==> src/sv/sbc_pkg.sv <==
// shared types, constants and register codes for the sensor board conditioner
`default_nettype none
package sbc_pkg;

    localparam int FRAC_BITS   = 8;
    localparam int COUNT_WIDTH = 16;

    localparam int AXES      = 6;
    localparam int BUTTONS   = 3;
    localparam int RAW_W     = 16;
    localparam int FILT_W    = 24;
    localparam int SUPPLY_W  = 10;
    localparam int VOLT_FRAC = 8;
    localparam int VOLT_W    = SUPPLY_W + VOLT_FRAC;
    localparam int GAIN_W    = 9;
    localparam int GAIN_SHIFT = 8;
    localparam int PERIOD_W  = 16;
    localparam int AGE_W     = 16;
    localparam int EVENT_W   = 2;

    localparam int IN_DATA_W  = 128;
    localparam int OUT_DATA_W = 176;
    localparam int CFG_DATA_W = 32;
    localparam int CFG_ADDR_W = 5;

    localparam logic [GAIN_W-1:0] GAIN_UNITY = GAIN_W'(1 << GAIN_SHIFT);

    // x and y of both sensors are mirrored, z is kept
    localparam logic [AXES-1:0] AXIS_NEGATE = 6'b011011;

    localparam logic [GAIN_W-1:0]   IMU_GAIN_RST    = 9'd102;
    localparam logic [GAIN_W-1:0]   VOLT_GAIN_RST   = 9'd102;
    localparam logic [PERIOD_W-1:0] LONG_PRESS_RST  = 16'd250;
    localparam logic [PERIOD_W-1:0] REPORT_INTV_RST = 16'd125;
    localparam logic [SUPPLY_W-1:0] LOW_VOLT_RST    = 10'd110;
    localparam logic [AGE_W-1:0]    STALE_AGE_RST   = 16'd100;

    typedef logic signed [RAW_W-1:0]  raw_sample_t;
    typedef logic signed [FILT_W-1:0] filt_t;
    typedef logic [VOLT_W-1:0]        volt_t;

    typedef enum logic [2:0] {
        REG_IMU_GAIN    = 3'd0,
        REG_VOLT_GAIN   = 3'd1,
        REG_LONG_PRESS  = 3'd2,
        REG_REPORT_INTV = 3'd3,
        REG_LOW_VOLT    = 3'd4,
        REG_STALE_AGE   = 3'd5
    } cfg_idx_t;

    typedef enum logic [1:0] {
        VS_NONE = 2'd0,
        VS_INFO = 2'd1,
        VS_WARN = 2'd2
    } volt_status_t;

    typedef enum logic [EVENT_W-1:0] {
        EV_NONE  = 2'd0,
        EV_SHORT = 2'd1,
        EV_LONG  = 2'd2
    } btn_event_t;

    typedef struct packed {
        volt_status_t status;
        volt_t        reported;
    } volt_report_t;

endpackage
`default_nettype wire

==> src/sv/sbc_volt.sv <==
// supply smoothing and rate-limited voltage status reporting
`default_nettype none
module sbc_volt (
    input  wire logic                         aclk,
    input  wire logic                         aresetn,
    input  wire logic                         en,
    input  wire logic [sbc_pkg::SUPPLY_W-1:0] supply,
    input  wire logic [sbc_pkg::GAIN_W-1:0]   gain,
    input  wire logic [sbc_pkg::PERIOD_W-1:0] interval,
    input  wire logic [sbc_pkg::SUPPLY_W-1:0] threshold,
    output sbc_pkg::volt_report_t             report
);
    import sbc_pkg::*;

    localparam int DIFF_W = VOLT_W + 1;
    localparam int PROD_W = DIFF_W + GAIN_W + 1;
    localparam int SUM_W  = PROD_W + 1;
    localparam logic signed [PROD_W-1:0] ROUND_HALF = PROD_W'(1 << (GAIN_SHIFT - 1));
    localparam volt_t REPORT_STEP = VOLT_W'(1 << VOLT_FRAC);

    volt_t                    smooth_reg;
    volt_t                    smooth_next;
    volt_t                    last_reg;
    logic [PERIOD_W-1:0]      age_reg;
    logic [PERIOD_W-1:0]      age_inc;
    volt_t                    sample;
    logic signed [DIFF_W-1:0] delta;
    logic signed [PROD_W-1:0] prod;
    logic signed [PROD_W-1:0] step;
    logic signed [SUM_W-1:0]  sum;
    volt_t                    moved;
    logic                     fire;

    always_comb begin
        sample = {supply, VOLT_FRAC'(0)};
        delta  = $signed({1'b0, sample}) - $signed({1'b0, smooth_reg});
        prod   = $signed({1'b0, gain}) * PROD_W'(delta);
        step   = (prod + ROUND_HALF) >>> GAIN_SHIFT;
        sum    = SUM_W'($signed({1'b0, smooth_reg})) + SUM_W'(step);
        // a reading is loaded directly whenever the filter sits at zero
        if (smooth_reg == '0) begin
            smooth_next = sample;
        end else begin
            smooth_next = sum[VOLT_W-1:0];
        end
        age_inc = (age_reg == '1) ? age_reg : age_reg + PERIOD_W'(1);
        moved   = (smooth_next > last_reg) ? smooth_next - last_reg : last_reg - smooth_next;
        fire    = (moved >= REPORT_STEP) && (age_inc >= interval);
        report.status   = VS_NONE;
        report.reported = '0;
        if (fire) begin
            report.status   = (smooth_next < {threshold, VOLT_FRAC'(0)}) ? VS_WARN : VS_INFO;
            report.reported = smooth_next;
        end
    end

    always_ff @(posedge aclk) begin
        if (!aresetn) begin
            smooth_reg <= '0;
            last_reg   <= '0;
            age_reg    <= '0;
        end else if (en) begin
            smooth_reg <= smooth_next;
            age_reg    <= fire ? '0 : age_inc;
            if (fire) begin
                last_reg <= smooth_next;
            end
        end
    end

endmodule
`default_nettype wire

==> config.mk <==
export PLATFORM = sky130hd
export DESIGN_NAME = sbc_volt
export DESIGN_NICKNAME = d
export VERILOG_FILES = /design/src/sv/sbc_pkg.sv /design/src/sv/sbc_volt.sv
export SDC_FILE = /design/constraint.sdc
export NUM_CORES = 1
export LEC_CHECK = 0
export ABC_CLOCK_PERIOD_IN_PS = 18150
export BUFFER_PORTS_ARGS = -buffer_cell sky130_fd_sc_hd__buf_2
export CAP_MARGIN = 5
export CELL_PAD_IN_SITES_DETAIL_PLACEMENT = 0
export CELL_PAD_IN_SITES_GLOBAL_PLACEMENT = 1
export CORE_ASPECT_RATIO = 0.6
export CORE_UTILIZATION = 48
export DETAILED_ROUTE_END_ITERATION = 10
export GPL_TIMING_DRIVEN = 0
export PLACE_DENSITY_LB_ADDON = 0.1
export SLEW_MARGIN = 0
export SYNTH_ARGS = -nofsm -noshare
export SYNTH_HDL_FRONTEND = slang
export SYNTH_SLANG_ARGS = --single-unit
==> constraint.sdc <==
create_clock -name aclk -period 18.15 [get_ports aclk]
set_input_delay 2.7225 -clock aclk [delete_from_list [all_inputs] [get_ports aclk]]
set_output_delay 2.7225 -clock aclk [all_outputs]
set_load 0.05 [all_outputs]
Word level (Yosys, flattened, before mapping)
Index checks and enable logic that the tools add are counted.
{"block": "classes", "add_sub_neg": 6, "mul": 1, "n_lt_le_gt_ge": 4, "n_eq_ne": 1, "n_mux": 6, "n_reduce_logical": 3}
{"cell": "$mux W18", "count": 2}
{"cell": "$sub A18 B18 Y18", "count": 2}
{"cell": "$mux W16", "count": 2}
{"cell": "$add A26 B9 Y26 const B", "count": 1}
{"cell": "$mul A10 B19 Y26", "count": 1}
{"cell": "$mux W20", "count": 1}
{"cell": "$sub A18 B18 Y19", "count": 1}
{"cell": "$add A18 B18 Y18", "count": 1}
{"cell": "$ge A18 B9 Y1 const B", "count": 1}
{"cell": "$gt A18 B18 Y1", "count": 1}
{"cell": "$logic_not A18 Y1", "count": 1}
{"cell": "$lt A18 B18 Y1", "count": 1}
{"cell": "$add A16 B1 Y16 const B", "count": 1}
{"cell": "$eq A16 B16 Y1 const B", "count": 1}
{"cell": "$ge A16 B16 Y1", "count": 1}
{"cell": "$mux W2", "count": 1}
{"cell": "$reduce_and A2 Y1", "count": 1}
{"cell": "$logic_and A1 B1 Y1", "count": 1}
{"block": "word_totals", "regBits": 52, "out_inout_bits": 20, "word_cells": 24}

Longest topological paths before layout
{"block": "depth", "word_depth": 10, "ltp_mapped": 52, "depth_no_buf": 47}

Worst setup path before layout
No wires, ideal clock.
{"block": "synth_path", "path_type": "input-to-output", "startpoint": "input supply[0] (netlist bit)", "endpoint": "output report[18] (netlist bit)", "t_arrival_ns": 13.257, "t_required_ns": 15.427, "slack_ns": 2.170, "cell_stages": 48, "n_path_buf": 3, "path_cell_list": "ha_1 -> nor4b_1 -> a21o_1 -> o31a_1 -> a41oi_1 -> nor2b_1 -> xnor2_1 -> nand2_1 -> fa_1 -> inv_1 -> fa_1 -> inv_1 -> fa_1 -> fa_1 -> inv_1 -> fa_1 -> ha_1 -> nand3_1 -> [... 12 more ...] -> a21o_1 -> xor2_1 -> mux2i_1 -> inv_1 -> ha_1 -> and3_1 -> nand4_1 -> nor4_1 -> or2_2 -> o31a_1 -> buf_6 -> mux2i_1 -> xnor2_1 -> o211ai_1 -> o31ai_1 -> buf_2 -> buf_6 -> a21oi_1"}
{"item": "start: declaration", "line": "sbc_volt.sv:7", "source": "input wire logic [sbc_pkg::SUPPLY_W-1:0] supply,"}
{"item": "end: declaration", "line": "sbc_volt.sv:11", "source": "output sbc_pkg::volt_report_t report"}

==> results.toml <==
[route]
drt_pass1_iterations = 5
antenna_left = 0
vias = 9823
routed_via_density = 5.32
drc = 0
drtIter0Drc = 595
routed_wl_mm = 31.0
wl_per_cell_um = 16.8

[clock_network]
clk_latency_ns = 0.30
cts_tree = "yes"
postCtsResizedCells = 0
cts_max_level = 2
ctsHoldBuffers = 0
cts_buffer_depth = 2
root_buffer = "clkbuf_16"
post-cts-setup-buffers = 0
cts_sinks = 52
numCtsBuffers = 5
path_clk_slew_ns = 0.07

[logic_synthesis]
synth_edf_count = 0
synth_seq_cells = 52
syn_nets = 1807
ys_top_cells_by_area = "fa_1 23%, ha_1 17%, dfxtp_1 8.9%"
syn_inst = 1463
synthArstFlopShare_pct = 0
syn_avg_cell_area_um2 = 8.01
yosys.area.top_type = "fa_1"
synth_cell_types = 69
ys_seq_area_share_pct = 8.88
synth_flop_cell = "dfxtp_1"
synth-warning-count = 0
syn_area_um2 = 11700
yosysTopAreaCellShare_pct = 22.9

[worst_setup_path]
cp_slowest_cell = "o21ai_1"
max_stage_delay_ns = 0.63
cp.required_ns = 15.43
cpMostUsedCell = "fa_1"
critPathKind = "input port to primary output"
arrival_ns = 14.69
crit_path_start_kind = "input port"
crit_fanout = 10
endpoint_kind = "primary output"

[global_route]
overflow = 0
grt_max_degree = 18
grt_pass1_wl_mm = 50.3
antenna_found_initial = 0
grt_pass1_vias = 9374
grt_usage_pct = 25.5

[final_layout]
nNetsFinal = 1873
final_layout_size_suffix_gt1_share_pct = 6.99
synthToLayoutAreaGrowth_pct = 8.10
mostFrequentLayoutCell = "inv_1"
final_core_utilization_pct = 53.9
n_antenna_cell = 0
most-common-layout-cells = "259 x inv_1, 162 x ha_1, 139 x nand2_1"
fillers = 2301

[place]
gp_congestion = 0.894
hpwl_mm = 26.2
numPortBuffers = 59

[timing]
slew_violations = 0
tightest_slew_ns = 1.10
finClkSkew_ns = 0.00598
finalCritPeriodShare_pct = 95.9
maxSlewHeadroom_pct = 26.4
fmax_mhz = 57.4
setup_viol = 0
layout_min_cycle_time_ns = 17.41
final.setup.tns_ns = 0
hold_violations = 0
rsz0062_at_grt = "false"

[floorplan]
initial_utilization_pct = 49.9
die-area_um2 = 25100
dieWidth_um = 204
pin_count = 68
die_h_um = 123
rows = 43
core_um2 = 23500

[outcome]
status = "complete, no violations"

[flow_run]
drv_cap = 0

[min_path]
hold_path_class = "flop to flop"
==> worst max-delay path: cells and delay by family <==
family / cells / cell delay (ns)
fa+ha+maj: 9 / 3.73
simple gates: 13 / 2.31
compound gates: 15 / 3.80
mux: 1 / 0.25
buf+inv: 8 / 1.26
xor+xnor: 4 / 0.62
==> kinds of logic after synthesis <==
logic type | share of synthesized area, %
simple gates | 19.1
flops | 8.88
mux | 1.55
xor+xnor | 6.35
compound gates | 13.6
fa+ha+maj | 40.2
buf+inv | 10.3
==> final timing paths <==
path	start	to	slack, ns	cells past startpoint
setup / recovery	supply[0]	report[15]	0.74	50
hold reg to reg	smooth_reg[12]	smooth_reg[12]	0.52	2
setup reg to reg	smooth_reg[0]	last_reg[0]	5.08	49
hold / removal	smooth_reg[12]	smooth_reg[12]	0.52	2
==> cell usage after synthesis, types with 28 or more instances <==
cell type	n
nand2_1	139
xnor2_1	57
ha_1	162
o21ai_0	33
a21oi_1	77
inv_1	259
nor2_1	104
clkbuf_1	38
and2_1	91
xor2_1	28
fa_1	134
a21o_1	30
dfxtp_1	52
==> metrics by stage <==
step                std cells  worst slack [ns]  hold WS [ns]  area (µm²)
finish                   1845             0.738         0.518       12700
global route             1845            0.0162         0.538       12700
detailed placement       1837            0.0901         0.494       12400
global placement         1837             0.116         0.488       12400
floorplan                1463              2.17         0.471       11700
CTS                      1845            0.0534         0.512       12600
==> layout make-up <==
cell class	count	area, µm²	area share (%)
clock buffer	5	125	0.987
buffer	52	236	1.87
inverter	260	976	7.70
tap	315	394	3.11
multi-input combinational	1099	9580	75.6
clock inverter	3	21.3	0.168
timing repair buffer	59	295	2.33
sequential	52	1040	8.21
==> metal layers <==
metal  track usage, %  vias to the layer above  wire length [µm]
li1                 -                     4902                 -
met1             41.5                     4655             17000
met2             35.1                      259             11900
met3             4.61                        7              2050
met4             1.50                        0                57
met5                0                        -                 0
Power is left out: the tool's default activity adds up to more than one toggle a clock period on the data nets, which glitch-free logic cannot reach.
