**config.mk**
```make
export PLATFORM = sky130hd
export DESIGN_NAME = sbc_axis_lane
export DESIGN_NICKNAME = d
export VERILOG_FILES = /design/src/sv/sbc_pkg.sv /design/src/sv/sbc_axis_lane.sv
export SDC_FILE = /design/constraint.sdc
export NUM_CORES = 1
export LEC_CHECK = 0
export BUFFER_PORTS_ARGS = -buffer_cell sky130_fd_sc_hd__buf_2
export CORE_MARGIN = 10
export CORE_UTILIZATION = 45
export DETAILED_ROUTE_END_ITERATION = 8
export PLACE_DENSITY = 0.63
export SYNTH_ARGS = -nofsm -noshare
export SYNTH_HDL_FRONTEND = slang
export SYNTH_SLANG_ARGS = --single-unit
```
**constraint.sdc**
```tcl
create_clock -name aclk -period 13.6 [get_ports aclk]
set_input_delay 0.68 -clock aclk [delete_from_list [all_inputs] [get_ports aclk]]
set_output_delay 0.68 -clock aclk [all_outputs]
set_load 0.03 [all_outputs]
```
**src/sv/sbc_pkg.sv**
```systemverilog
// shared types, constants and register codes for the sensor board conditioner
`default_nettype none
package sbc_pkg;

    localparam int FRAC_BITS   = 8;
    localparam int COUNT_WIDTH = 16;

    localparam int AXES      = 6;
    localparam int BUTTONS   = 3;
    localparam int RAW_W     = 16;
    localparam int FILT_W    = 24;
    localparam int SUPPLY_W  = 10;
    localparam int VOLT_FRAC = 8;
    localparam int VOLT_W    = SUPPLY_W + VOLT_FRAC;
    localparam int GAIN_W    = 9;
    localparam int GAIN_SHIFT = 8;
    localparam int PERIOD_W  = 16;
    localparam int AGE_W     = 16;
    localparam int EVENT_W   = 2;

    localparam int IN_DATA_W  = 128;
    localparam int OUT_DATA_W = 176;
    localparam int CFG_DATA_W = 32;
    localparam int CFG_ADDR_W = 5;

    localparam logic [GAIN_W-1:0] GAIN_UNITY = GAIN_W'(1 << GAIN_SHIFT);

    // x and y of both sensors are mirrored, z is kept
    localparam logic [AXES-1:0] AXIS_NEGATE = 6'b011011;

    localparam logic [GAIN_W-1:0]   IMU_GAIN_RST    = 9'd102;
    localparam logic [GAIN_W-1:0]   VOLT_GAIN_RST   = 9'd102;
    localparam logic [PERIOD_W-1:0] LONG_PRESS_RST  = 16'd250;
    localparam logic [PERIOD_W-1:0] REPORT_INTV_RST = 16'd125;
    localparam logic [SUPPLY_W-1:0] LOW_VOLT_RST    = 10'd110;
    localparam logic [AGE_W-1:0]    STALE_AGE_RST   = 16'd100;

    typedef logic signed [RAW_W-1:0]  raw_sample_t;
    typedef logic signed [FILT_W-1:0] filt_t;
    typedef logic [VOLT_W-1:0]        volt_t;

    typedef enum logic [2:0] {
        REG_IMU_GAIN    = 3'd0,
        REG_VOLT_GAIN   = 3'd1,
        REG_LONG_PRESS  = 3'd2,
        REG_REPORT_INTV = 3'd3,
        REG_LOW_VOLT    = 3'd4,
        REG_STALE_AGE   = 3'd5
    } cfg_idx_t;

    typedef enum logic [1:0] {
        VS_NONE = 2'd0,
        VS_INFO = 2'd1,
        VS_WARN = 2'd2
    } volt_status_t;

    typedef enum logic [EVENT_W-1:0] {
        EV_NONE  = 2'd0,
        EV_SHORT = 2'd1,
        EV_LONG  = 2'd2
    } btn_event_t;

    typedef struct packed {
        volt_status_t status;
        volt_t        reported;
    } volt_report_t;

endpackage
`default_nettype wire

```
**src/sv/sbc_axis_lane.sv**
```systemverilog
// one imu axis: optional mirror, fixed-point scaling and exponential filter
`default_nettype none
module sbc_axis_lane (
    input  wire logic                      aclk,
    input  wire logic                      aresetn,
    input  wire logic                      en,
    input  wire logic                      negate,
    input  wire sbc_pkg::raw_sample_t      raw,
    input  wire logic [sbc_pkg::GAIN_W-1:0] gain,
    output sbc_pkg::filt_t                 filt
);
    import sbc_pkg::*;

    localparam int X_W     = RAW_W + 1;
    localparam int CLAMP_W = (X_W + FRAC_BITS > FILT_W) ? X_W + FRAC_BITS : FILT_W + 1;
    localparam int DIFF_W  = FILT_W + 1;
    localparam int PROD_W  = DIFF_W + GAIN_W + 2;

    localparam logic signed [CLAMP_W-1:0] SCALED_MAX = CLAMP_W'((1 << (FILT_W - 1)) - 1);
    localparam logic signed [CLAMP_W-1:0] SCALED_MIN = -CLAMP_W'(1 << (FILT_W - 1));
    localparam logic signed [PROD_W-1:0]  ACC_MAX    = PROD_W'((1 << (FILT_W - 1)) - 1);
    localparam logic signed [PROD_W-1:0]  ACC_MIN    = -PROD_W'(1 << (FILT_W - 1));
    localparam logic signed [PROD_W-1:0]  ROUND_HALF = PROD_W'(1 << (GAIN_SHIFT - 1));

    filt_t                     filt_reg;
    filt_t                     filt_next;
    logic signed [X_W-1:0]     x_ext;
    logic signed [X_W-1:0]     x_sel;
    logic signed [CLAMP_W-1:0] x_scaled;
    filt_t                     x_clamped;
    logic signed [DIFF_W-1:0]  delta;
    logic signed [PROD_W-1:0]  prod;
    logic signed [PROD_W-1:0]  acc;
    logic signed [PROD_W-1:0]  quot;

    always_comb begin
        x_ext    = X_W'(raw);
        x_sel    = negate ? -x_ext : x_ext;
        x_scaled = CLAMP_W'(x_sel) <<< FRAC_BITS;
        if (x_scaled > SCALED_MAX) begin
            x_clamped = FILT_W'(SCALED_MAX);
        end else if (x_scaled < SCALED_MIN) begin
            x_clamped = FILT_W'(SCALED_MIN);
        end else begin
            x_clamped = FILT_W'(x_scaled);
        end
        // g*x + (unity-g)*old folded into old*unity + g*(x - old)
        delta = DIFF_W'(x_clamped) - DIFF_W'(filt_reg);
        prod  = $signed({1'b0, gain}) * PROD_W'(delta);
        acc   = (PROD_W'(filt_reg) <<< GAIN_SHIFT) + prod + ROUND_HALF;
        quot  = acc >>> GAIN_SHIFT;
        if (quot > ACC_MAX) begin
            filt_next = FILT_W'(ACC_MAX);
        end else if (quot < ACC_MIN) begin
            filt_next = FILT_W'(ACC_MIN);
        end else begin
            filt_next = FILT_W'(quot);
        end
    end

    always_ff @(posedge aclk) begin
        if (!aresetn) begin
            filt_reg <= '0;
        end else if (en) begin
            filt_reg <= filt_next;
        end
    end

    assign filt = filt_next;

endmodule
`default_nettype wire

```
== Yosys cells after proc, flatten, opt, wreduce, memory -nomap -nowiden ==
Index checks and enable logic that the tools add are counted.
Word-level totals
  register bits: 24
  latch bits: 0
  memory bits (writable): 0
  memory bits (read-only): 0
  input bits: 29
  output and inout port bits: 24
  word-level logic and storage cells: 15
  memories: 0
Operators by class
  add/subtract/negate cells: 4
  multiply operators: 1
  divide/modulo/power cells: 0
  order comparisons: 4
  equality and inequality tests: 0
  shift-type cells: 0
  mux-type cells: 5
  bitwise gates (word level): 0
  reduce and logical (&&, ||, !) cells: 0
Operators by type and width (number)
  2-to-1 mux 24 bit: 4
  adder 32 x 35 -> 36 bit: 1
  adder 36 x 9 -> 36 bit (second input constant): 1
  multiplier 10 x 25 -> 35 bit: 1
  greater-than comparator 28 x 24 -> 1 bit (second input constant): 1
  less-than comparator 28 x 24 -> 1 bit (second input constant): 1
  greater-than comparator 25 x 24 -> 1 bit (second input constant): 1
  less-than comparator 25 x 24 -> 1 bit (second input constant): 1
  subtractor 24 x 24 -> 25 bit: 1
  2-to-1 mux 17 bit: 1
  negation 16 -> 17 bit: 1

== Logic depth before layout (Yosys ltp) ==
  depth after elaboration: 12
  gate-level depth with buffers: 42

== Worst setup path before layout ==
OpenSTA, ideal clock, no wires.
  kind: input to output
  start point: input port raw[3]
  end point: output port filt[0]
  data arrival time: 10.589 ns
  required time: 12.920 ns
  setup slack: 2.331 ns
  stages: 33
  buffers on the path: 3
  cells stage by stage: or4_1 buf_2 or3b_4 nor3_4 ha_1 a21o_1 a21oi_1 a21boi_0 a221o_1 a211oi_1 o21bai_1 a311oi_2 mux2_2 fa_1 inv_1 fa_1 fa_1 fa_1 inv_1 fa_1 inv_1 ha_1 clkbuf_1 nand2_1 nor4_1 nand3_1 o211ai_1 nor2_1 or4b_1 nand3_1 a21oi_1 clkbuf_1 o21ai_0
On the way
  cells in the longest elaborated chain, start to end: 12
  elaborated cells on any way between the ends: 14
  classes of those cells: add/sub (4); mul (1); order compare (4); mux (5)
RTL lines
  start, declared: line sbc_axis_lane.sv:8  | input wire sbc_pkg::raw_sample_t raw,
  negation 16 -> 17 bit: line sbc_axis_lane.sv:38  | x_sel = negate ? -x_ext : x_ext;
  2-to-1 mux 17 bit *: line sbc_axis_lane.sv:38
  less-than comparator 25 x 24 -> 1 bit: line sbc_axis_lane.sv:42  | end else if (x_scaled < SCALED_MIN) begin
  2-to-1 mux 24 bit: line sbc_axis_lane.sv:42
  2-to-1 mux 24 bit *: line sbc_axis_lane.sv:40  | if (x_scaled > SCALED_MAX) begin
  subtractor 24 x 24 -> 25 bit *: line sbc_axis_lane.sv:48  | delta = DIFF_W'(x_clamped) - DIFF_W'(filt_reg);
  multiplier 10 x 25 -> 35 bit *: line sbc_axis_lane.sv:49  | prod = $signed({1'b0, gain}) * PROD_W'(delta);
  adder 32 x 35 -> 36 bit *: line sbc_axis_lane.sv:50  | acc = (PROD_W'(filt_reg) <<< GAIN_SHIFT) + prod + ROUND_HALF;
  adder 36 x 9 -> 36 bit *: line sbc_axis_lane.sv:50
  less-than comparator 28 x 24 -> 1 bit: line sbc_axis_lane.sv:54  | end else if (quot < ACC_MIN) begin
  2-to-1 mux 24 bit: line sbc_axis_lane.sv:54
  2-to-1 mux 24 bit *: line sbc_axis_lane.sv:52  | if (quot > ACC_MAX) begin
  end, declared: line sbc_axis_lane.sv:10  | output sbc_pkg::filt_t filt
Every way passes the cells marked *; elsewhere a longest branch is shown, timed or not.

== Worst setup path in the final report ==
  start point: input port raw[3]
  end point: output port filt[2]
The elaborated chain is that of the path after synthesis.

==> impl_metrics.env <==
export IMPL_wl_met1_mm=13.52
export IMPL_htreeDepth=1
export IMPL_cts_setup_buffers=0
export IMPL_yosys_area_top_type="fa_1"
export IMPL_synthFlopType="dfxtp_1"
export IMPL_gp_congestion=0.9755
export IMPL_viasPerCell=5.501
export IMPL_critPathMaxStageDelay_ps=860
export IMPL_core_mm2=0.02613
export IMPL_antenna_found_initial=0
export IMPL_slew_violations=0
export IMPL_topRoutingLayerUsed="met4"
export IMPL_holdBufCountCts=0
export IMPL_cts_sinks=24
export IMPL_path_clk_slew_ps=70
export IMPL_vias=10020
export IMPL_finalInstanceArea_mm2=0.01254
export IMPL_nets=1827
export IMPL_die_x_um=183.3
export IMPL_holdWs_ps=518.2
export IMPL_grt_pass1_vias=10330
export IMPL_postPlaceCellArea_mm2=0.01244
export IMPL_crit_path_end_kind="output pin"
export IMPL_largest_register_ffs=24
export IMPL_path_common_cell="fa_1"
export IMPL_setup_violations=0
export IMPL_grt_total_usage=0.1958
export IMPL_critPathRequiredTime_ps=12920
export IMPL_pin_count=53
export IMPL_hpwlAfterDp_mm=26.58
export IMPL_cts_buffers=3
export IMPL_wirelength_mm=32.40
export IMPL_drv_cap=0
export IMPL_grt_max_degree=29
export IMPL_wl_met2_mm=16.93
export IMPL_async_reset_ff_frac=0
export IMPL_post_route_min_period_ps=12100
export IMPL_arrival_ps=11420
export IMPL_cts_max_path_buffers=2
export IMPL_max_freq_mhz=82.64
export IMPL_yosys_warnings=0
export IMPL_avgRoutedWirePerCell_um=17.78
export IMPL_cts_resized=0
export IMPL_tns_ps=0
export IMPL_area_growth_pct=4.569
export IMPL_root_buffer="clkbuf_16"
export IMPL_hold_path_class="register to register"
export IMPL_synth_distinct_cells=62
export IMPL_rsz0062_at_grt="no"
export IMPL_firstDrtPassIters=8
export IMPL_hold_viol_final=0
export IMPL_grt_first_pass_wirelength_mm=53.70
export IMPL_die_area_mm2=0.03358
export IMPL_seq_area_frac_synth=0.04006
export IMPL_io_buffers=52
export IMPL_drtIter0Drc=517
export IMPL_worst_setup_path_type="primary input to output pin"
export IMPL_synth_commonest_cells="inv_1, fa_1, nand2_1, ha_1, and2_1"
export IMPL_final_antenna_net_count=0
export IMPL_syn_inst=1496
export IMPL_cp_max_fo=22
export IMPL_drive_gt1_frac=0.05918
export IMPL_synth_top_area_share=0.3505
export IMPL_synth_area_leaders="fa_1, ha_1, inv_1"
export IMPL_die_y_um=183.3
export IMPL_fp_row_count=59
export IMPL_critPathLaunchType="primary input"
export IMPL_start_util=0.4590
export IMPL_syn_area_mm2=0.01199
export IMPL_yosysMostFrequentCell="inv_1"
export IMPL_synth_nets=1835
export IMPL_worst_pin_slew_ps=1094
export IMPL_antenna_cells=0
export IMPL_met3WireLength_um=899
export IMPL_relSlewSlack=0.2653
export IMPL_synth_enable_flop_cells=0
export IMPL_min_period_over_period=0.8898
export IMPL_ys_seq_elements=24
export IMPL_fin_skew_ps=4.371
export IMPL_drc=0
export IMPL_cts_tree="done"
export IMPL_status="finished clean"
export IMPL_critical_path_slowest_cell="a311oi_2"
export IMPL_postSynthAreaPerCell_um2=8.017
export IMPL_clk_latency_ps=260
export IMPL_grt_overflow_total=0
==> cell type report <==
cell class | instances | area (um^2)
Clock buffer | 3 | 75.07
Multi-Input combinational cell | 1102 | 10120
Clock inverter | 1 | 30.03
Fill cell | 2659 | 13590
Timing Repair Buffer | 56 | 290.3
Tap cell | 335 | 419.2
Sequential cell | 24 | 480.5
Inverter | 301 | 1130
==> metal layers <==
metal	up-vias	GRT usage
li1	4730	-
met1	5019	0.2419
met2	219	0.3578
met3	55	0.01225
met4	0	0.05803
met5	-	0
==> path summary, 6_finish.rpt <==
path	start	end	slack, ps	cells after the start
worst max register to register	filt_reg[1]	filt_reg[15]	3700	28
worst min-delay path	filt_reg[18]	filt_reg[18]	520	2
worst max-delay path	raw[3]	filt[2]	1500	33
worst min register to register	filt_reg[18]	filt_reg[18]	520	2
==> cells by family after synthesis <==
family	count (synthesis)	share of synthesized area
DFF	24	0.04006
and+or+nand+nor	451	0.1834
xor gates and xnor gates	64	0.04674
AOI/OAI and AO/OA	248	0.1322
muxes	29	0.02608
adders and majority gates	310	0.4548
buffers and inverters	370	0.1167
==> cells in the final DEF, fill, tap and decap left out, types with 4 or more instances in the layout <==
master	n
and2_1	87
inv_1	299
o21a_1	5
o211ai_1	6
buf_2	52
fa_1	210
a21o_1	20
nor2b_1	11
nand2b_1	23
o31ai_1	8
o21ai_0	58
nor4_1	4
a2111oi_0	5
mux2_2	18
mux2i_1	11
ha_1	100
o21bai_1	5
xnor2_1	38
dfxtp_1	24
nand4_1	10
or3_1	6
nand3_1	22
a211oi_1	23
nor2_1	42
a21oi_1	70
and3_1	11
buf_4	4
xor2_1	26
a31oi_1	12
nand2_1	203
or4_1	4
nor3_1	14
==> critical path: cells and delay by family <==
kind,cells,cell delay (ps)
AO/OA/AOI/OAI,10,3240
adder cells (fa/ha/maj),7,3250
buffers and inverters,6,710
multiplexers,1,430
AND/OR/NAND/NOR,9,3070
==> through the flow <==
step                      worst slack, ps  utilization  std cells
after floorplan                      2331            -       1496
after global placement               1939       0.4759       1818
after detailed placement             1602       0.4759       1818
after CTS                            1547       0.4799       1822
after global routing                590.4       0.4799       1822
final                                1499       0.4799       1822
Power is not shown: default switching activity piles up to over one toggle a cycle in this logic, so the estimate is an artifact.
