File: src/sv/sbc_pkg.sv
// shared types, constants and register codes for the sensor board conditioner
`default_nettype none
package sbc_pkg;

    localparam int FRAC_BITS   = 8;
    localparam int COUNT_WIDTH = 16;

    localparam int AXES      = 6;
    localparam int BUTTONS   = 3;
    localparam int RAW_W     = 16;
    localparam int FILT_W    = 24;
    localparam int SUPPLY_W  = 10;
    localparam int VOLT_FRAC = 8;
    localparam int VOLT_W    = SUPPLY_W + VOLT_FRAC;
    localparam int GAIN_W    = 9;
    localparam int GAIN_SHIFT = 8;
    localparam int PERIOD_W  = 16;
    localparam int AGE_W     = 16;
    localparam int EVENT_W   = 2;

    localparam int IN_DATA_W  = 128;
    localparam int OUT_DATA_W = 176;
    localparam int CFG_DATA_W = 32;
    localparam int CFG_ADDR_W = 5;

    localparam logic [GAIN_W-1:0] GAIN_UNITY = GAIN_W'(1 << GAIN_SHIFT);

    // x and y of both sensors are mirrored, z is kept
    localparam logic [AXES-1:0] AXIS_NEGATE = 6'b011011;

    localparam logic [GAIN_W-1:0]   IMU_GAIN_RST    = 9'd102;
    localparam logic [GAIN_W-1:0]   VOLT_GAIN_RST   = 9'd102;
    localparam logic [PERIOD_W-1:0] LONG_PRESS_RST  = 16'd250;
    localparam logic [PERIOD_W-1:0] REPORT_INTV_RST = 16'd125;
    localparam logic [SUPPLY_W-1:0] LOW_VOLT_RST    = 10'd110;
    localparam logic [AGE_W-1:0]    STALE_AGE_RST   = 16'd100;

    typedef logic signed [RAW_W-1:0]  raw_sample_t;
    typedef logic signed [FILT_W-1:0] filt_t;
    typedef logic [VOLT_W-1:0]        volt_t;

    typedef enum logic [2:0] {
        REG_IMU_GAIN    = 3'd0,
        REG_VOLT_GAIN   = 3'd1,
        REG_LONG_PRESS  = 3'd2,
        REG_REPORT_INTV = 3'd3,
        REG_LOW_VOLT    = 3'd4,
        REG_STALE_AGE   = 3'd5
    } cfg_idx_t;

    typedef enum logic [1:0] {
        VS_NONE = 2'd0,
        VS_INFO = 2'd1,
        VS_WARN = 2'd2
    } volt_status_t;

    typedef enum logic [EVENT_W-1:0] {
        EV_NONE  = 2'd0,
        EV_SHORT = 2'd1,
        EV_LONG  = 2'd2
    } btn_event_t;

    typedef struct packed {
        volt_status_t status;
        volt_t        reported;
    } volt_report_t;

endpackage
`default_nettype wire

File: src/sv/sbc_button.sv
// one button: short press on early release, long press once the hold count passes the limit
`default_nettype none
module sbc_button (
    input  wire logic                         aclk,
    input  wire logic                         aresetn,
    input  wire logic                         en,
    input  wire logic                         pushed,
    input  wire logic [sbc_pkg::PERIOD_W-1:0] long_limit,
    output sbc_pkg::btn_event_t               event_code
);
    import sbc_pkg::*;

    localparam int CMP_W = (COUNT_WIDTH > PERIOD_W) ? COUNT_WIDTH : PERIOD_W;

    logic                   held_reg;
    logic                   held_next;
    logic                   long_sent_reg;
    logic                   long_sent_next;
    logic [COUNT_WIDTH-1:0] count_reg;
    logic [COUNT_WIDTH-1:0] count_next;
    btn_event_t             ev;

    always_comb begin
        held_next      = held_reg;
        long_sent_next = long_sent_reg;
        count_next     = count_reg;
        ev             = EV_NONE;
        if (pushed == held_reg) begin
            if (pushed) begin
                if (count_reg != '1) begin
                    count_next = count_reg + COUNT_WIDTH'(1);
                end
                if (!long_sent_reg && (CMP_W'(count_next) > CMP_W'(long_limit))) begin
                    ev             = EV_LONG;
                    long_sent_next = 1'b1;
                end
            end
        end else begin
            held_next = pushed;
            if (pushed) begin
                count_next     = '0;
                long_sent_next = 1'b0;
            end else if (CMP_W'(count_reg) < CMP_W'(long_limit)) begin
                ev = EV_SHORT;
            end
        end
    end

    always_ff @(posedge aclk) begin
        if (!aresetn) begin
            held_reg      <= 1'b0;
            long_sent_reg <= 1'b0;
            count_reg     <= '0;
        end else if (en) begin
            held_reg      <= held_next;
            long_sent_reg <= long_sent_next;
            count_reg     <= count_next;
        end
    end

    assign event_code = ev;

endmodule
`default_nettype wire

File: config.mk
export PLATFORM = sky130hd
export DESIGN_NAME = sbc_button
export DESIGN_NICKNAME = d
export VERILOG_FILES = /design/src/sv/sbc_pkg.sv /design/src/sv/sbc_button.sv
export SDC_FILE = /design/constraint.sdc
export NUM_CORES = 1
export LEC_CHECK = 0
export CAP_MARGIN = 0
export CORE_UTILIZATION = 61
export DETAILED_ROUTE_END_ITERATION = 10
export DONT_BUFFER_PORTS = 1
export GPL_TIMING_DRIVEN = 1
export MAX_ROUTING_LAYER = met4
export PLACE_DENSITY = 0.8
export SLEW_MARGIN = 20
export SYNTH_ARGS = -nofsm -noshare
export SYNTH_HDL_FRONTEND = slang
export SYNTH_SLANG_ARGS = --single-unit
File: constraint.sdc
create_clock -name aclk -period 9.7 [get_ports aclk]
set_input_delay 1.94 -clock aclk [delete_from_list [all_inputs] [get_ports aclk]]
set_output_delay 1.94 -clock aclk [all_outputs]
set_load 0.01 [all_outputs]
# Yosys cells after proc, flatten, opt, wreduce, memory -nomap -nowiden
# Cells that the tools add are included.
[op_classes] muxes=15 reduce_logical=5 order_cmp=2 eq_ne=3 bitwise_logic=1 addsub=1
[op_table] op="$mux 16" count=6
[op_table] op="$add 16x1->16 const B" count=1
[op_table] op="$gt 16x16->1" count=1
[op_table] op="$lt 16x16->1" count=1
[op_table] op="$ne 16x16->1 const B" count=1
[op_table] op="$mux 1" count=6
[op_table] op="$mux 2" count=3
[op_table] op="$reduce_and 2->1" count=2
[op_table] op="$reduce_and 3->1" count=1
[op_table] op="$ne 2x1->1 const B" count=1
[op_table] op="$eq 1x1->1" count=1
[op_table] op="$logic_and 1x1->1" count=1
[op_table] op="$logic_not 1->1" count=1
[op_table] op="$not 1->1" count=1
[word_totals] word_cells=30 regBits=18 inputBits=20

# Depth between registers and ports, before layout
# Gate-level depths: netlist (run 1).
[depth] ltp_word=9 depth_mapped=12

# Worst setup path before layout (run 1)
# No wires, ideal clock.
[synth_path] path_type="input -> output" from="input port long_limit[13] in the netlist's numbering" to="output port event_code[1]" cell_stages=7 arrival_time_ns=3.249 slack_ns=4.511 cell_sequence="inv_1 -> ha_1 -> a21o_1 -> a21o_1 -> a2111o_1 -> nor3_1 -> nor2_1"
[synth_via] elab_chain_len=5
[synth_lines] item="start: declaration" line="sbc_button.sv:8" rtl="input wire logic [sbc_pkg::PERIOD_W-1:0] long_limit,"
[synth_lines] item="$gt 16x16->1" line="sbc_button.sv:33" rtl="if (!long_sent_reg && (CMP_W'(count_next) > CMP_W'(long_limit))) begin"
[synth_lines] item="$logic_and 1x1->1" line="sbc_button.sv:33"
[synth_lines] item="$mux 2" line="sbc_button.sv:33"
[synth_lines] item="$mux 2" line="sbc_button.sv:29" rtl="if (pushed) begin"
[synth_lines] item="$mux 2" line="sbc_button.sv:28" rtl="if (pushed == held_reg) begin"
[synth_lines] item="end: declaration" line="sbc_button.sv:9" rtl="output sbc_pkg::btn_event_t event_code"
# Every way passes these cells.

# Worst setup path after layout (run 1)
[layout_path] from="register count_reg[0]" to="output port event_code[1]"
[layout_via] elab_chain_len=9 word_cells_on_any_way=10 classes_between="add/sub (1); order compare (1); eq/ne (1); mux (6); reduce/logical (1)"
[layout_lines] item="start: declaration" line="sbc_button.sv:19" rtl="logic [COUNT_WIDTH-1:0] count_reg;"
[layout_lines] item="start signal: assignment" line="sbc_button.sv:57" rtl="count_reg <= count_next;"
[layout_lines] item="$add 16x1->16 or $ne 16x16->1 (tied branches)" line="sbc_button.sv:31, sbc_button.sv:30"
[layout_lines] item="$mux 16 *" line="sbc_button.sv:30" rtl="if (count_reg != '1) begin"
[layout_lines] item="$mux 16 *" line="sbc_button.sv:29"
[layout_lines] item="$mux 16 *" line="sbc_button.sv:28"
[layout_lines] item="$gt 16x16->1 *" line="sbc_button.sv:33"
[layout_lines] item="$logic_and 1x1->1 *" line="sbc_button.sv:33"
[layout_lines] item="$mux 2 *" line="sbc_button.sv:33"
[layout_lines] item="$mux 2 *" line="sbc_button.sv:29"
[layout_lines] item="$mux 2 *" line="sbc_button.sv:28"
# Mark *: on every way between the ends. The rest lies on a longest branch, timed or not. The select of a mux whose other input is x is not followed.

==> impl_metrics.json, run 1 <==
{
  "status": "complete, no violations",
  "gr-total-overflow": 0,
  "multi_input_area_um2": 1510,
  "r2r_start": "count_reg[0]",
  "pre_cts_ws_ns": 4.38,
  "internal-power_mw": 0.0945,
  "die_x_um": 59.2,
  "drv_cap": 0,
  "yosys_warnings": 0,
  "cts_sinks": 18,
  "min_period_over_period_pct": 57.6,
  "layout_setup_ws_ns": 4.11,
  "synth_edf_count": 0,
  "synthFlopType": "dfxtp_1",
  "largest_register_ff_count": 16,
  "final_antenna_net_count": 0,
  "p_per_area_nw_per_um2": 65.1,
  "clk_latency_ns": 0.30,
  "cp-endpoint": "event_code[1]",
  "place_inst": 286,
  "crit_fanout": 9,
  "syn_avg_cell_area_um2": 7.79,
  "critPathLaunch": "count_reg[0]",
  "cts_resized": 0,
  "htreeDepth": 1,
  "wirelength_um": 4420,
  "hold_violations": 0,
  "antenna_found_initial": 0,
  "synth_area_leaders": "ha_1, dfxtp_1, nand3_1",
  "timing.rr.end": "long_sent_reg",
  "syn-num-nets": 308,
  "cts_root_buf": "clkbuf_4",
  "hold_class": "reg -> reg",
  "synth_area_um2": 1990,
  "tns_ns": 0,
  "post_drt_wl_per_cell_um": 15.3,
  "regArea_um2": 360,
  "final_area_um2": 2010,
  "switching_share_pct": 27.8,
  "antenna_cells": 0,
  "pin_count": 22,
  "instances_no_fill": 289,
  "combPwrFrac_pct": 12.8,
  "setup_viol": 0,
  "synth_top_area_share_pct": 20.1,
  "synth_top_area_cell": "ha_1",
  "ys_seq_area_share_pct": 18.1,
  "r2r_cells": 11,
  "worstHoldStart": "long_sent_reg",
  "cts_setup_buffers": 0,
  "clk_pin_slew_ns": 0.10,
  "cts_tree": "built",
  "p_clk_share_pct": 29.4,
  "finalMaxSlewViolations": 0,
  "io_buffers": 0,
  "regToRegSetupSlack_ns": 6.23,
  "core_um2": 3080,
  "vias": 1862,
  "dpl.hpwl_um": 3430,
  "grtUsageTotal_pct": 28.1,
  "yosys.area_share.simple_pct": 29.6,
  "layout.nets": 299,
  "power_switching_mw": 0.0364,
  "synth-async-reset-ratio_pct": 0,
  "relSlewSlack_pct": 44.6,
  "grt_pass1_vias": 1636,
  "utilization_pct": 65.3,
  "grt_max_degree": 26,
  "vias_per_cell": 6.44,
  "synth_mux_area_share_pct": 0.565,
  "synth-compound-area-share_pct": 19.9,
  "worst_ep_arrival_time_ns": 3.65,
  "drc": 0,
  "place_area_um2": 1990,
  "hold_buffers": 0,
  "worstMarginPinSlew_ns": 0.829,
  "leakagePower_nw": 0.875,
  "area_delta_synth_final_pct": 0.816,
  "initial_core_util_pct": 64.8,
  "ir_drop_uv": 64.9,
  "rsz0062_at_grt": "false",
  "synth.most_common_cell": "ha_1",
  "grt_pass1_wl_um": 7310,
  "gp_congestion": 0.920,
  "drive_above_1_share_pct": 4.90,
  "final.min_clock_period_ns": 5.59,
  "synth_seq_cells": 18,
  "synth_common_cells": "ha_1, nand2_1, nand3_1, dfxtp_1, inv_1",
  "power_frac_seq_pct": 57.9,
  "endpoint_kind": "output pin",
  "critPathMaxStageDelay_ns": 0.72,
  "fmaxAchievable_ghz": 0.179,
  "die_y_um": 59.2,
  "ctsLongestPathBuffers": 2,
  "worstSetupPathType": "reg -> out",
  "cp.required_ns": 7.76,
  "cp-start-kind": "register",
  "numCtsBuffers": 3,
  "worstPathCellList": "ha_1, nand3_4, nor4_2, nand2_1, nand2_1, ha_1, a21o_1, a21o_1, a2111o_1, nor3_1, nor2_1",
  "syn_inst": 256,
  "dr.pass1.iters": 4,
  "n_fill_cell": 291,
  "placementRows": 20,
  "yosysUniqueCellTypes": 46,
  "synth_xor_area_share_pct": 5.27,
  "drt_iter0_drc": 105,
  "cpMaxStageDelayCell": "nor4_2",
  "yosys.area_share.adder_pct": 20.1,
  "synth_top_family_by_area": "simple AND/OR/NAND/NOR gates",
  "die-area_um2": 3500,
  "fin_skew_ns": 0.00650
}
[cell families (layout without fill, tap and decap cells)]
kind of cell,count (synthesis),after routing
flip-flops,18,18
AND/OR/NAND/NOR,102,102
multiplexers,1,1
AO/OA/AOI/OAI,59,59
XOR/XNOR,12,12
buffers and inverters,32,21
adder cells (fa/ha/maj),32,32
[stage by stage]
step                hold WS [ns]  total power [mW]
CTS                        0.518             0.131
detailed placement         0.497            0.0937
global placement           0.477            0.0933
global route               0.558             0.137
finish                     0.513             0.131
floorplan                  0.457            0.0912
[cells in the final DEF, fill, tap and decap left out, drive strengths merged, types with 2 or more instances in the layout]
cell type   n
ha         32
nand3      21
nand2      19
inv        18
dfxtp      18
a21oi      16
nand4      14
nor2       11
nor3       10
a21o        9
xnor2       8
or4         7
o211ai      6
a211oi      5
a31oi       5
o21ai       5
nor4        5
xor2        4
and2        4
nor2b       3
clkbuf      3
nand2b      2
o31ai       2
o2111ai     2
o21a        2
or3         2
o311ai      2
[power by group through the flow]
stage               sequential (mW)  combinational [mW]  clock [mW]
global route                 0.0758              0.0192      0.0415
floorplan                    0.0761              0.0151           0
finish                       0.0757              0.0167      0.0384
detailed placement           0.0773              0.0164           0
CTS                          0.0756              0.0166      0.0389
global placement             0.0774              0.0159           0
[area by class of cell]
cell class | instances | area share, %
Clock buffer | 3 | 1.12
Inverter | 18 | 3.36
Multi-Input combinational cell | 206 | 74.9
Sequential cell | 18 | 17.9
Tap cell | 44 | 2.74
[per-layer routing]
metal	global-route usage, %	share of wire (%)
met1	35.7	46
met2	44.8	46
met3	7.21	6.5
met4	5.78	1.4
met5	-	0
[worst max-delay path: cells and delay by family, from the launching register on]
family,cells,cell delay (ns)
AOI/OAI and AO/OA,3,0.75
DFF,1,0.46
and+or+nand+nor,6,1.62
adders and majority gates,2,0.51
[worst min-delay path by stage]
stage	to	slack (ns)	depth (start not counted)
floorplan	long_sent_reg	0.46	2
global placement	long_sent_reg	0.48	2
detailed placement	long_sent_reg	0.50	2
CTS	long_sent_reg	0.52	2
global route	long_sent_reg	0.56	2
finish	long_sent_reg	0.51	2
Power figures use the tool's default switching activity.
==> inputs of run 2 (changes only) <==
==> constraint.sdc (replaced) <==
create_clock -name aclk -period 5.8 [get_ports aclk]
set_input_delay 1.16 -clock aclk [delete_from_list [all_inputs] [get_ports aclk]]
set_output_delay 1.16 -clock aclk [all_outputs]
set_load 0.01 [all_outputs]
==> impl_metrics.json, run 2 (synthesized netlist as in run 1, its figures left out) <==
{
  "regArea_um2": 360,
  "largest_register_ff_count": 16,
  "whs_ns": 0.513,
  "grtUsageTotal_pct": 29.8,
  "final.min_clock_period_ns": 4.68,
  "layout_commonest_cell": "ha_1",
  "grt_pass1_vias": 1633,
  "instances_no_fill": 290,
  "placementRows": 20,
  "initial_core_util_pct": 64.8,
  "worstHoldStart": "long_sent_reg",
  "wirelength_um": 4650,
  "cts_root_buf": "clkbuf_4",
  "power.total_mw": 0.238,
  "grt_pass1_wl_um": 7670,
  "clk_pin_slew_ns": 0.12,
  "ir_drop_uv": 127,
  "r2r_start": "count_reg[0]",
  "critPathMaxStageDelay_ns": 0.67,
  "drv_cap": 0,
  "cts_setup_buffers": 0,
  "antenna_cells": 0,
  "cp-start-kind": "register",
  "numCtsBuffers": 3,
  "cpMaxStageDelayCell": "nor4_2",
  "cts_resized": 0,
  "hold_path_end": "long_sent_reg",
  "fmaxAchievable_ghz": 0.214,
  "die-area_um2": 3500,
  "pin_count": 22,
  "core_um2": 3080,
  "p_per_area_nw_per_um2": 118,
  "drc": 0,
  "relSlewSlack_pct": 44.8,
  "cts_tree": "built",
  "io_buffers": 0,
  "finalMaxSlewViolations": 0,
  "layout.nets": 299,
  "timing.rr.end": "long_sent_reg",
  "final_antenna_net_count": 0,
  "utilization_pct": 65.8,
  "dpl.hpwl_um": 3600,
  "hold_buffers": 0,
  "dr.pass1.iters": 4,
  "worstSetupPathType": "reg -> out",
  "grt_max_degree": 26,
  "cp.required_ns": 4.64,
  "post_drt_wl_per_cell_um": 16.0,
  "regToRegSetupSlack_ns": 2.52,
  "gr-total-overflow": 0,
  "tns_ns": 0,
  "setup_viol": 0,
  "min_period_over_period_pct": 80.7,
  "multi_input_area_um2": 1510,
  "final_area_um2": 2020,
  "vias_per_cell": 6.40,
  "worst_ep_arrival_time_ns": 3.52,
  "pre_cts_ws_ns": 1.49,
  "leakagePower_nw": 0.882,
  "die_y_um": 59.2,
  "cpMostUsedCell": "ha_1",
  "fin_skew_ns": 0.00531,
  "ctsLongestPathBuffers": 2,
  "r2r_cells": 11,
  "area_delta_synth_final_pct": 1.51,
  "rsz0062_at_grt": "false",
  "htreeDepth": 1,
  "endpoint_kind": "output pin",
  "place_inst": 286,
  "die_x_um": 59.2,
  "hold_class": "reg -> reg",
  "antenna_found_initial": 0,
  "clk_latency_ns": 0.31,
  "worstMarginPinSlew_ns": 0.826,
  "drt_iter0_drc": 169,
  "crit_fanout": 9,
  "drive_above_1_share_pct": 5.28,
  "layout_setup_ws_ns": 1.12,
  "place_area_um2": 1990,
  "cts_sinks": 18,
  "final_cell_mix": "ha_1, nand3_1, nand2_1",
  "status": "complete, no violations",
  "hold_depth": 2,
  "worstPathCellList": "ha_1, nand3_4, nor4_2, a211oi_1, xor2_1, ha_1, nand4_1, nor4_1, a21boi_0, nor3_1, nor2_1",
  "vias": 1855,
  "n_fill_cell": 292,
  "hold_violations": 0,
  "gp_congestion": 0.963
}
[run 2: per-layer routing]
metal / share of wire (%) / global-route usage, %
met1: 47 / 40.8
met2: 45 / 44.3
met3: 5.7 / 5.02
met4: 2.2 / 9.52
met5: 0 / -
[run 2: worst max path at each step]
stage	start	endpoint	slack (ns)	depth (start not counted)
CTS	count_reg[0]	event_code[1]	1.14	12
global route	count_reg[0]	event_code[1]	0.78	11
detailed placement	count_reg[0]	event_code[1]	1.49	12
global placement	count_reg[0]	event_code[1]	1.55	12
floorplan	count_reg[0]	event_code[1]	1.89	12
finish	count_reg[0]	event_code[1]	1.12	11
[run 2: area by class of cell]
class | count | area share [%]
clock buffers | 4 | 1.79
well taps | 44 | 2.72
flip-flops and latches | 18 | 17.8
inverters | 18 | 3.34
multi-input cells | 206 | 74.4
[run 2: where the power goes]
part	switching, mW	total [mW]	internal (mW)
clock network	0.0449	0.0833	0.0384
logic	0.0186	0.0282	0.00964
registers	0.00258	0.127	0.124
[run 2: worst max-delay path: cells and delay by family, from the launching register on]
kind,cells,cell delay (ns)
xor gates and xnor gates,1,0.19
AOI/OAI and AO/OA,2,0.47
and+or+nand+nor,6,1.53
DFF,1,0.46
adders and majority gates,2,0.56
==> inputs of run 3 (changes only) <==
--- a/config.mk
+++ b/config.mk
@@ -5,6 +5,7 @@
 export SDC_FILE = /design/constraint.sdc
 export NUM_CORES = 1
 export LEC_CHECK = 0
+export ABC_AREA = 1
 export CAP_MARGIN = 0
 export CORE_UTILIZATION = 61
 export DETAILED_ROUTE_END_ITERATION = 10
==> constraint.sdc (replaced) <==
create_clock -name aclk -period 4.5 [get_ports aclk]
set_input_delay 0.9 -clock aclk [delete_from_list [all_inputs] [get_ports aclk]]
set_output_delay 0.9 -clock aclk [all_outputs]
set_load 0.01 [all_outputs]
==> impl_metrics.json, run 3 <==
{
  "synth_top_area_share_pct": 21.0,
  "die_x_um": 57.9,
  "pin_count": 22,
  "timing.rr.end": "long_sent_reg",
  "rsz0062_at_grt": "false",
  "synth_edf_count": 0,
  "yosysUniqueCellTypes": 26,
  "antenna_cells": 0,
  "ir_drop_uv": 114,
  "final.min_clock_period_ns": 3.85,
  "cts_root_buf": "clkbuf_4",
  "antenna_found_initial": 0,
  "worst_ep_arrival_time_ns": 2.95,
  "initial_core_util_pct": 66.7,
  "numCtsBuffers": 3,
  "synth.most_common_cell": "nand2_1",
  "hold_buffers": 0,
  "crit_fanout": 7,
  "fmaxAchievable_ghz": 0.260,
  "regToRegSetupSlack_ns": 1.94,
  "worstMarginPinSlew_ns": 1.11,
  "hold_violations": 0,
  "drc": 0,
  "dpl.hpwl_um": 3390,
  "cts_resized": 0,
  "cpMostUsedCell": "nand2_1",
  "fin_skew_ns": 0.00260,
  "critPathBufInv": 0,
  "syn_avg_cell_area_um2": 6.24,
  "drive_above_1_share_pct": 2.97,
  "wirelength_um": 4250,
  "finalMaxSlewViolations": 0,
  "htreeDepth": 1,
  "critPathTopFamily": "simple AND/OR/NAND/NOR gates",
  "place_area_um2": 1910,
  "synthFlopType": "dfxtp_1",
  "die-area_um2": 3350,
  "worstPathCellList": "ha_1, nand2_1, nor2_4, nand3_1, nor2_1, nand4_1, and2_1, ha_1, nand2_1, nor3_1, nand2_1, nand2_1, nand2_1, nor3_1",
  "synth_area_leaders": "ha_1, nand2_1, dfxtp_1",
  "critPathMaxStageDelay_ns": 0.45,
  "cts_tree": "built",
  "grtUsageTotal_pct": 27.9,
  "grt_max_degree": 20,
  "cpMaxStageDelayCell": "dfxtp_1",
  "timing.critical_path.depth": 14,
  "area_delta_synth_final_pct": 1.58,
  "min_period_over_period_pct": 85.5,
  "drv_cap": 0,
  "yosys_warnings": 0,
  "worstSetupPathType": "reg -> out",
  "pre_cts_ws_ns": 0.987,
  "critPathLaunch": "count_reg[0]",
  "post_drt_wl_per_cell_um": 12.7,
  "vias": 1833,
  "vias_per_cell": 5.49,
  "hold_class": "reg -> reg",
  "syn-num-nets": 357,
  "grt_pass1_vias": 1655,
  "setup_viol": 0,
  "cp-start-kind": "register",
  "p_per_area_nw_per_um2": 145,
  "cts_sinks": 18,
  "syn_inst": 305,
  "synth_common_cells": "nand2_1, inv_1, ha_1, a21oi_1, nor2_1",
  "place_inst": 331,
  "endpoint_kind": "output pin",
  "final_area_um2": 1930,
  "core_um2": 2850,
  "whs_ns": 0.467,
  "die_y_um": 57.9,
  "grt_pass1_wl_um": 6980,
  "cp-endpoint": "event_code[1]",
  "layout.nets": 357,
  "leakagePower_nw": 0.995,
  "synth_area_um2": 1900,
  "layout_setup_ws_ns": 0.654,
  "clk_latency_ns": 0.30,
  "dr.pass1.iters": 6,
  "synth_top_area_cell": "ha_1",
  "placementRows": 19,
  "cp.required_ns": 3.60,
  "r2r_cells": 14,
  "hold_depth": 2,
  "instances_no_fill": 334,
  "tns_ns": 0,
  "ctsLongestPathBuffers": 2,
  "layout_commonest_cell": "nand2_1",
  "drt_iter0_drc": 80,
  "synth_seq_cells": 18,
  "r2r_start": "count_reg[0]",
  "final_antenna_net_count": 0,
  "gr-total-overflow": 0,
  "status": "complete, no violations",
  "gp_congestion": 0.920,
  "ys_seq_area_share_pct": 18.9,
  "cts_setup_buffers": 0,
  "largest_register_ff_count": 16,
  "synth-async-reset-ratio_pct": 0,
  "io_buffers": 0,
  "clk_pin_slew_ns": 0.11,
  "relSlewSlack_pct": 25.6,
  "final_cell_mix": "nand2_1, inv_1, ha_1"
}
[run 3: cell count changes in the layout (fill, tap and decap cells not counted), moves of 4 or more]
| cell | change |
|---|---|
| nand2_1 | +82 |
| inv_1 | +22 |
| a21oi_1 | +15 |
| nor2_1 | +15 |
| a21o_1 | -8 |
| nand4_1 | -7 |
| nor3_1 | -6 |
| xnor2_1 | -6 |
| a211oi_1 | -5 |
| a31oi_1 | -5 |
| o211ai_1 | -5 |
| or4_1 | -5 |
| nand3_1 | -4 |
[run 3: kinds of logic after synthesis]
| kind of cell | synth area share [%] |
|---|---|
| flip-flops | 18.9 |
| adder cells (fa/ha/maj) | 21.0 |
| XOR/XNOR | 3.68 |
| buffers and inverters | 10.1 |
| AO/OA/AOI/OAI | 12.0 |
| AND/OR/NAND/NOR | 34.3 |
[run 3: layout make-up]
class / instances / area, um2
tap: 31 / 38.8
fill: 275 / 920
sequential: 18 / 360
inverter: 43 / 161
multi-input combinational: 239 / 1350
clock buffer: 3 / 22.5
[run 3: through the flow]
stage | util (%) | power (mW)
CTS | 67.8 | 0.283
finish | 67.8 | 0.281
detailed placement | 67.0 | 0.199
floorplan | - | 0.192
global route | 67.8 | 0.296
global placement | 67.0 | 0.199
[run 3: layer usage]
metal | global-route usage (%) | vias to the layer above | routed length, um
met5 | - | - | 0
met4 | 8.84 | 0 | 90
met3 | 2.68 | 10 | 122
met2 | 45.0 | 35 | 1860
met1 | 36.9 | 802 | 2180
li1 | - | 986 | -
[run 3: worst min-delay path by stage]
| stage | startpoint | end | slack, ns |
|---|---|---|---|
| floorplan | long_sent_reg | long_sent_reg | 0.43 |
| global placement | long_sent_reg | long_sent_reg | 0.44 |
| detailed placement | long_sent_reg | long_sent_reg | 0.46 |
| CTS | long_sent_reg | long_sent_reg | 0.47 |
| global route | long_sent_reg | long_sent_reg | 0.50 |
| finish | long_sent_reg | long_sent_reg | 0.47 |
[run 3: worst min-delay path, cell delays in order (launching register included)]
cell     delay [ns]
dfxtp_1        0.33
inv_1          0.05
a21oi_1        0.06
[run 3: power breakdown]
group          switching [mW]  internal, mW
Clock                  0.0537        0.0312
Sequential           0.000682         0.160
Combinational          0.0241        0.0109
Total                  0.0784         0.202
